[src/design/kyc_pkg.sv]
// Shared types and constants for the Knuth-Yao cached matrix sampler.
package kyc_pkg;

   localparam int MAX_OUTCOMES = 64;
   localparam int MAX_COLUMNS  = 32;

   localparam int COL_W      = $clog2(MAX_COLUMNS);
   localparam int ROW_W      = $clog2(MAX_OUTCOMES);
   localparam int ROW_ADDR_W = ROW_W + COL_W;
   localparam int CNT_W      = 7;
   localparam int OFF_W      = 8;
   localparam int OUT_W      = 7;

   // input item opcodes
   typedef enum logic [1:0] {
      OP_BIT      = 2'd0,
      OP_WR_COUNT = 2'd1,
      OP_WR_ROW   = 2'd2
   } op_type;

   // configuration register indexes
   typedef enum logic [1:0] {
      REG_NUM_OUTCOMES = 2'd0,
      REG_NUM_COLUMNS  = 2'd1,
      REG_LOOP_COLUMN  = 2'd2,
      REG_REJECT_MODE  = 2'd3
   } reg_type;

   typedef struct packed {
      logic [6:0] num_outcomes;
      logic [5:0] num_columns;
      logic [4:0] loop_column;
      logic       reject_mode;
   } cfg_type;

   // controller to datapath
   typedef struct packed {
      logic cnt_wr;
      logic row_wr;
      logic cnt_rd;
      logic row_rd;
      logic walk_restart;
      logic walk_advance;
      logic emit_one;
      logic emit_row;
   } cmd_type;

   // datapath to controller
   typedef struct packed {
      logic single;
      logic hit;
      logic at_last;
      logic reject_mode;
      logic row_reject;
      logic out_free;
   } status_type;

endpackage

[src/design/kyc_ctrl.sv]
// Control state machine for the tree walk: sequences table reads and emits.
module kyc_ctrl
   import kyc_pkg::*;
(
   input  logic       clock,
   input  logic       reset,
   input  logic       req_valid,
   input  logic [1:0] op,
   input  status_type status,
   output logic       req_ready,
   output cmd_type    cmd
);

   typedef enum logic [1:0] {
      ST_IDLE,
      ST_COUNT,
      ST_ROW
   } state_type;

   state_type state_ff, state_in;
   logic      fire;

   assign req_ready = (state_ff == ST_IDLE);
   assign fire      = req_valid && req_ready;

   always_comb begin
      state_in = state_ff;
      cmd      = '0;
      case (state_ff)
         ST_IDLE: begin
            if (fire) begin
               case (op)
                  OP_BIT: begin
                     cmd.cnt_rd = 1'b1;
                     state_in   = ST_COUNT;
                  end
                  OP_WR_COUNT: cmd.cnt_wr = 1'b1;
                  OP_WR_ROW:   cmd.row_wr = 1'b1;
                  default: ;
               endcase
            end
         end
         ST_COUNT: begin
            if (status.single) begin
               // single-outcome plain mode: answer 1, wait for output slot
               if (status.out_free) begin
                  cmd.emit_one     = 1'b1;
                  cmd.walk_restart = 1'b1;
                  state_in         = ST_IDLE;
               end
            end else if (status.hit) begin
               cmd.row_rd = 1'b1;
               state_in   = ST_ROW;
            end else if (status.at_last && status.reject_mode) begin
               cmd.walk_restart = 1'b1;
               state_in         = ST_IDLE;
            end else begin
               cmd.walk_advance = 1'b1;
               state_in         = ST_IDLE;
            end
         end
         ST_ROW: begin
            if (status.row_reject) begin
               cmd.walk_restart = 1'b1;
               state_in         = ST_IDLE;
            end else if (status.out_free) begin
               cmd.emit_row     = 1'b1;
               cmd.walk_restart = 1'b1;
               state_in         = ST_IDLE;
            end
         end
         default: state_in = ST_IDLE;
      endcase
   end

   always_ff @(posedge clock) begin
      if (reset) begin
         state_ff <= ST_IDLE;
      end else begin
         state_ff <= state_in;
      end
   end

endmodule

[config.mk]
export PLATFORM = sky130hd
export DESIGN_NAME = kyc_ctrl
export DESIGN_NICKNAME = d
export VERILOG_FILES = /design/src/design/kyc_pkg.sv /design/src/design/kyc_ctrl.sv
export SDC_FILE = /design/constraint.sdc
export NUM_CORES = 1
export LEC_CHECK = 0
export BUFFER_PORTS_ARGS = -buffer_cell sky130_fd_sc_hd__clkbuf_2
export CAP_MARGIN = 25
export CORE_AREA = 2 2 39 41
export DETAILED_ROUTE_END_ITERATION = 16
export DIE_AREA = 0 0 41 43
export PLACE_DENSITY = 0.52
export SYNTH_ARGS = -nofsm -noshare
export SYNTH_HDL_FRONTEND = slang
export SYNTH_SLANG_ARGS = --single-unit
[constraint.sdc]
create_clock -name clock -period 1.7 [get_ports clock]
set_input_delay 0.085 -clock clock [delete_from_list [all_inputs] [get_ports clock]]
set_output_delay 0.085 -clock clock [all_outputs]
set_load 0.03 [all_outputs]
==> reports/qor.yml, run 1 <==
min_path:
  hp-class: "input pin to register"
placement:
  gp_congestion: 0.698
  portBuffers: 19
  placement.cell_area_sq_um: 407
  dp_hpwl_microns: 612
  dp.cells: 70
setup_path:
  worstPathMaxFanout: 5
  start_kind: "register"
  crit_type: "register to output pin"
  max_stage_delay_ns: 0.34
  cp_num_buf_inv: 2
  required_ns: 1.62
  arrival_ns: 1.45
  crit_chain: "inv_1 > ha_1 > nor3b_2 > nand3_1 > a21boi_1 > buf_2"
  critPathCaptureType: "output pin"
  cpLargestDelayFamily: "flip-flops"
  crit_slowest_cell: "dfxtp_1"
route:
  routed_wl_microns: 719
  avgViaCountPerCell: 4.66
  detail_route.wl_per_cell_microns: 9.85
  route.detailed.drc: 0
  first_pass_iters: 1
  drt.antenna.violating_nets: 0
  num_vias: 340
  drtIter0Drc: 0
global_route:
  grt_max_degree: 6
  grt_pass1_wl_mm: 1.10
  antenna_found_initial: 0
  first_global_vias: 283
  grt_util_all_layers_pct: 10.1
  overflow: 0
synthesis:
  ys_ff_latch: 2
  synth.distinct_cells: 22
  postSynthAreaPerCell_sq_um: 8.35
  yosysWarnings: 0
  syn_nets: 49
  synth-seq-area-share_pct: 14.1
  syn_inst: 34
  syn_area_sq_um: 284
sta:
  fin_crit_sh_pct: 90.2
  finalMaxSlewViolations: 0
  finClkSkew_ns: 0.00313
  fmax_mhz: 652
  setup_tns_ns: 0
  min_period_ns: 1.53
  setup_violations: 0
  whs_ns: 0.0464
  hold_viol: 0
  worst_slew_margin_rel_pct: 77.6
  worst_pin_slew_ns: 0.335
clock_tree:
  cts_buffers: 3
  clk_path_buf_depth: 2
  cts.sinks: 2
  htree_num_levels: 1
  cts_setup_buffers: 0
  clk_pin_slew_worst_paths_ns: 0.03
  clock_latency_ns: 0.23
  clockRootBuffer: "clkbuf_4"
  tritoncts: "yes"
  hold_buffers: 0
  post_cts_resized: 0
finish:
  seqCellArea_sq_um: 40.0
  area_delta_synth_final_pct: 52.9
  multi_input_area_sq_um: 238
  final_layout_size_suffix_gt1_share_pct: 45.6
  top_register: "state_ff"
  design_area_sq_um: 434
  layoutNonFillerInstCount: 73
  fin_util_pct: 31.4
  fill_cells: 167
  largest_reg_flops: 2
  fin_nets: 74
  top_regs: "state_ff: 2 flops"
  n_antenna_cell: 0
power:
  ir_drop_uv: 271
  switching_share_pct: 30.4
  p_switching_mw: 0.0665
  clkPwrFrac_pct: 50.0
  p_leak_nw: 0.217
  powerDensity_mw_per_mm2: 503
  pwr-share-seq_pct: 22.9
  p_comb_share_pct: 27.1
  p_int_mw: 0.152
die:
  die-area_sq_mm: 0.00176
  die_h_microns: 43
  start_util_pct: 20.5
  std_cell_rows: 14
  ios: 20
  die_w_microns: 41
  core_area_sq_mm: 0.00138
status:
  status: "complete, no violations"
run:
  cap_violations: 0
## per-stage QoR
step,power [mW],setup WS [ns]
finish,0.219,0.166
global route,0.243,-0.00422
CTS,0.226,0.0226
detailed placement,0.110,0.217
global placement,0.110,0.194
floorplan,0.0823,-0.134
## final cells by class
| cell class | instances | area share [%] |
|---|---|---|
| repair buffers | 20 | 23.6 |
| flip-flops and latches | 2 | 9.22 |
| multi-input cells | 29 | 54.8 |
| well taps | 16 | 4.61 |
| clock buffers | 3 | 5.19 |
| inverters | 3 | 2.59 |
## cell usage after synthesis
cell       number  area share [%]
or3b_4          1             4.0
nor2_1          1             1.3
nor3b_1         3             7.9
inv_1           3             4.0
and3_1          1             2.2
nor2b_1         2             4.4
a21bo_1         1             3.5
ha_1            4              18
a311oi_2        1             5.3
o21a_1          1             2.6
o21ai_0         1             1.8
nand2_1         1             1.3
a2111oi_1       1             3.5
dfxtp_1         2              14
and3b_1         1             3.1
o31a_1          1             3.1
a21boi_1        1             2.6
a21boi_0        2             5.3
nand3_1         2             3.5
o21bai_1        1             2.6
and2_1          2             4.4
nor3_1          1             1.8
## layer usage
layer	track usage, %	up-vias	wire [microns]
met5	0	-	0
met3	4.71	2	43
met1	9.55	155	319
met4	10.0	0	4
met2	14.7	11	351
li1	-	172	-
## logic make-up after synthesis
| family | Yosys count | synth area share, % |
|---|---|---|
| AO/OA/AOI/OAI | 10 | 30.4 |
| flip-flops | 2 | 14.1 |
| buffers and inverters | 3 | 3.96 |
| AND/OR/NAND/NOR | 15 | 33.9 |
| adder cells (fa/ha/maj) | 4 | 17.6 |
## placed cells by master, fill, tap and decap left out, drive strengths merged
master,count
nor3,1
a21bo,1
nand3,2
a311oi,1
a21boi,3
ha,4
buf,3
nor2b,2
and3,1
clkbuf,20
o31a,1
or3b,1
and2,2
o21a,1
inv,3
o21ai,1
a2111oi,1
o21bai,1
dfxtp,2
nor3b,3
nor2,1
and3b,1
nand2,1
## worst paths after layout
check                                           endpoint  depth (start not counted)  slack (ns)                startpoint
worst max-delay path                              cmd[3]                          6        0.17  state_ff[1]$_SDFFE_PP0P_
worst min-delay path            state_ff[1]$_SDFFE_PP0P_                          2        0.05                     reset
worst max register to register  state_ff[0]$_SDFFE_PP0P_                          5        0.24  state_ff[0]$_SDFFE_PP0P_
worst min register to register  state_ff[1]$_SDFFE_PP0P_                          2        0.57  state_ff[1]$_SDFFE_PP0P_
## power by group through the flow
stage	Clock, mW	Combinational (mW)	Sequential (mW)
after floorplan	0	0.0319	0.0504
after global placement	0	0.0590	0.0507
after detailed placement	0	0.0595	0.0508
after CTS	0.116	0.0596	0.0502
after global routing	0.127	0.0654	0.0502
final	0.109	0.0592	0.0501
No activity file was read; power rests on OpenSTA's default activity.
==> run 2: changes to the inputs <==
--- a/config.mk
+++ b/config.mk
@@ -5,6 +5,7 @@
 export SDC_FILE = /design/constraint.sdc
 export NUM_CORES = 1
 export LEC_CHECK = 0
+export ABC_AREA = 1
 export BUFFER_PORTS_ARGS = -buffer_cell sky130_fd_sc_hd__clkbuf_2
 export CAP_MARGIN = 25
 export CORE_AREA = 2 2 39 41
==> reports/qor.yml, run 2 <==
status:
  status: "complete, no violations"  # unchanged
route:
  maxUsedRoutingLayer: "met3"  # was met4
  routed_wl_microns: 633  # was 719 microns
  num_vias: 335  # was 340
  avgViaCountPerCell: 3.94  # was 4.66
  drtIter0Drc: 2  # was 0
  m1WireLength_microns: 277  # was 319 microns
  wl_met3_microns: 37  # was 43 microns
  first_pass_iters: 2  # was 1
  detail_route.wl_per_cell_microns: 7.45  # was 9.85 microns
  route.detailed.drc: 0  # unchanged
  route.met2.wl_microns: 318  # was 351 microns
  drt.antenna.violating_nets: 0  # unchanged
global_route:
  antenna_found_initial: 0  # unchanged
  overflow: 0  # unchanged
  grt_util_all_layers_pct: 8.22  # was 10.1%
  grt_max_degree: 5  # was 6
  grt_pass1_wl_microns: 959  # was 1.10 mm
  first_global_vias: 287  # was 283
min_path:
  hold_start: "reset"  # unchanged
  worstHoldEndpoint: "state_ff[1]$_SDFFE_PP0P_"  # unchanged
  holdPathStages: 4  # was 2
  hp-class: "input pin to register"  # unchanged
finish:
  fill_cells: 158  # was 167
  top_register: "state_ff"  # unchanged
  area_delta_synth_final_pct: 47.8  # was 52.9%
  top_regs: "state_ff: 2 flops"  # unchanged
  final_layout_size_suffix_gt1_share_pct: 47.8  # was 45.6%
  fin_nets: 86  # was 74
  final_cell_mix: "clkbuf_2, nand2_1, inv_1"  # was clkbuf_2, ha_1, inv_1, clkbuf_4
  mostFrequentLayoutCell: "clkbuf_2"  # unchanged
  multi_input_area_sq_um: 210  # was 238 sq um
  fin_util_pct: 30.7  # was 31.4%
  largest_reg_flops: 2  # unchanged
  seqCellArea_sq_um: 40.0  # unchanged
  n_antenna_cell: 0  # unchanged
sta:
  grt_setup_unrepaired: "no"
  hold_viol: 0  # unchanged
  setup_violations: 0  # unchanged
  finClkSkew_ns: 0.00129  # was 0.00313 ns
  worst_slew_margin_rel_pct: 88.3  # was 77.6%
  fmax_mhz: 660  # was 652 MHz
  finalMaxSlewViolations: 0  # unchanged
  whs_ns: 0.125  # was 0.0464 ns
  worst_pin_slew_ns: 0.174  # was 0.335 ns
  setup_tns_ns: 0  # unchanged
  fin_crit_sh_pct: 89.1  # was 90.2%
  min_period_ns: 1.51  # was 1.53 ns
  worst_slack_ns: 0.186  # was 0.166 ns
die:
  die_h_microns: 43  # unchanged
  core_area_sq_mm: 0.00138  # unchanged
  ios: 20  # unchanged
  std_cell_rows: 14  # unchanged
  die-area_sq_mm: 0.00176  # unchanged
  start_util_pct: 20.8  # was 20.5%
  die_w_microns: 41  # unchanged
clock_tree:
  tritoncts: "yes"  # unchanged
  hold_buffers: 0  # unchanged
  clk_path_buf_depth: 2  # unchanged
  htree_num_levels: 1  # unchanged
  cts_setup_buffers: 0  # unchanged
  cts_buffers: 3  # unchanged
  post_cts_resized: 0  # unchanged
  clock_latency_ns: 0.22  # was 0.23 ns
  clk_pin_slew_worst_paths_ns: 0.03  # about the same
  clockRootBuffer: "clkbuf_4"  # unchanged
  cts.sinks: 2  # unchanged
power:
  p_comb_share_pct: 29.1  # was 27.1%
  p_leak_nw: 0.256  # was 0.217 nW
  power_mw: 0.215  # was 0.219 mW
  p_int_mw: 0.150  # was 0.152 mW
  pwr-share-seq_pct: 23.4  # was 22.9%
  ir_drop_uv: 155  # was 271 uV
  switching_share_pct: 30.2  # was 30.4%
  powerDensity_mw_per_mm2: 505  # was 503 mW/mm^2
  p_switching_mw: 0.0648  # was 0.0665 mW
  clkPwrFrac_pct: 47.5  # was 50.0%
synthesis:
  yosysWarnings: 0  # unchanged
  postSynthAreaPerCell_sq_um: 6.12  # was 8.35 sq um
  synth-seq-area-share_pct: 13.9  # was 14.1%
  synth_edf_count: 0  # unchanged
  ys.flop_type: "dfxtp_1"  # unchanged
  synth_top_cell_by_area: "ha_1"  # unchanged
  syn_inst: 47  # was 34
  synth.distinct_cells: 16  # was 22
  synthArstFlopShare_pct: 0  # unchanged
  yosys.area.top_type_share_pct: 17.4  # was 17.6%
  synth_most_common_cell: "nand2_1"  # was ha_1
  yosys-top-cells-count: "nand2_1, inv_1, nand2_2"  # was ha_1, inv_1, nor3b_1
  syn_nets: 62  # was 49
  syn_area_sq_um: 288  # was 284 sq um
  ys_ff_latch: 2  # unchanged
  netlist_top_cells_area: "ha_1, nand2_1, dfxtp_1, nand2_2, inv_1"  # was ha_1, dfxtp_1, nor3b_1, a21boi_0, a311oi_2
placement:
  portBuffers: 19  # unchanged
  pre_cts_ws_ns: 0.413  # was 0.217 ns
  dp_hpwl_microns: 563  # was 612 microns
  gp_congestion: 0.745  # was 0.698
setup_path:
  rrSetupSlack_ns: 0.55  # was 0.24 ns
  required_ns: 1.62  # about the same
  crit_type: "register to output pin"  # unchanged
  r2r_start: "state_ff[1]$_SDFFE_PP0P_"  # was state_ff[0]$_SDFFE_PP0P_
  critPathCaptureType: "output pin"  # unchanged
  start_kind: "register"  # unchanged
  r2r_end: "state_ff[0]$_SDFFE_PP0P_"  # unchanged
  arrival_ns: 1.43  # was 1.45 ns
  reg2regPathDepth: 8  # was 5
  worstPathMaxFanout: 4  # was 5
run:
  cap_violations: 0  # unchanged
[run 2: changes by cell type after synthesis, sizes merged, moves of 2 or more]
| cell | before | now |
|---|---|---|
| nor3 | 1 | 3 |
| a21boi | 3 | 0 |
| nor3b | 3 | 1 |
| inv | 3 | 10 |
| nor2b | 2 | 0 |
| and2 | 2 | 0 |
| nor2 | 1 | 4 |
| nand2 | 1 | 17 |
[run 2: stage by stage]
step / instances / cell area, sq um
6_report: 85 / 425
5_1_grt: 85 / 425
4_1_cts: 85 / 425
3_5_place_dp: 82 / 403
3_3_place_gp: 82 / 403
2_1_floorplan: 47 / 288
[run 2: worst max path at each step]
stage	slack [ns]	cells after the start	from	to
6_report	0.19	6	state_ff[1]$_SDFFE_PP0P_	cmd[3]
5_1_grt	0.08	6	state_ff[1]$_SDFFE_PP0P_	cmd[3]
4_1_cts	0.17	6	state_ff[1]$_SDFFE_PP0P_	cmd[3]
3_5_place_dp	0.41	6	state_ff[1]$_SDFFE_PP0P_	cmd[3]
3_3_place_gp	0.41	6	state_ff[1]$_SDFFE_PP0P_	cmd[3]
2_1_floorplan	0.05	4	state_ff[1]$_SDFFE_PP0P_	cmd[6]
[run 2: worst max-delay path: stages (launching register included)]
cell and delay [ns]:
dfxtp_1 0.38, inv_1 0.08, ha_1 0.23, nand3_1 0.11, nand2_1 0.06, o21a_1 0.18, clkbuf_2 0.17
[run 2: area by class of cell]
type,instances,share of cell area [%]
clock buffer,3,5.29
inverter,10,8.82
multi-input combinational,35,49.4
sequential,2,9.41
tap,16,4.71
timing repair buffer,19,22.4
[run 2: power by group through the flow]
stage | Clock (mW) | Combinational [mW] | Sequential (mW)
after detailed placement | 0 | 0.0630 | 0.0509
after global routing | 0.108 | 0.0702 | 0.0504
after floorplan | 0 | 0.0396 | 0.0506
after CTS | 0.110 | 0.0632 | 0.0503
final | 0.102 | 0.0625 | 0.0503
after global placement | 0 | 0.0634 | 0.0508
[run 2: logic make-up (layout without fill, tap and decap cells)]
kind of cell | count (synthesis) | in the layout | synth area share [%]
AOI/OAI and AO/OA | 4 | 4 | 9.13
and+or+nand+nor | 27 | 27 | 46.5
DFF | 2 | 2 | 13.9
adders and majority gates | 4 | 4 | 17.4
buffers and inverters | 10 | 32 | 13.0
[run 2: metal layers]
metal,track usage (%),vias to the layer above
met5,0,-
li1,-,188
met4,8.00,0
met2,11.3,8
met1,9.90,139
met3,1.57,0
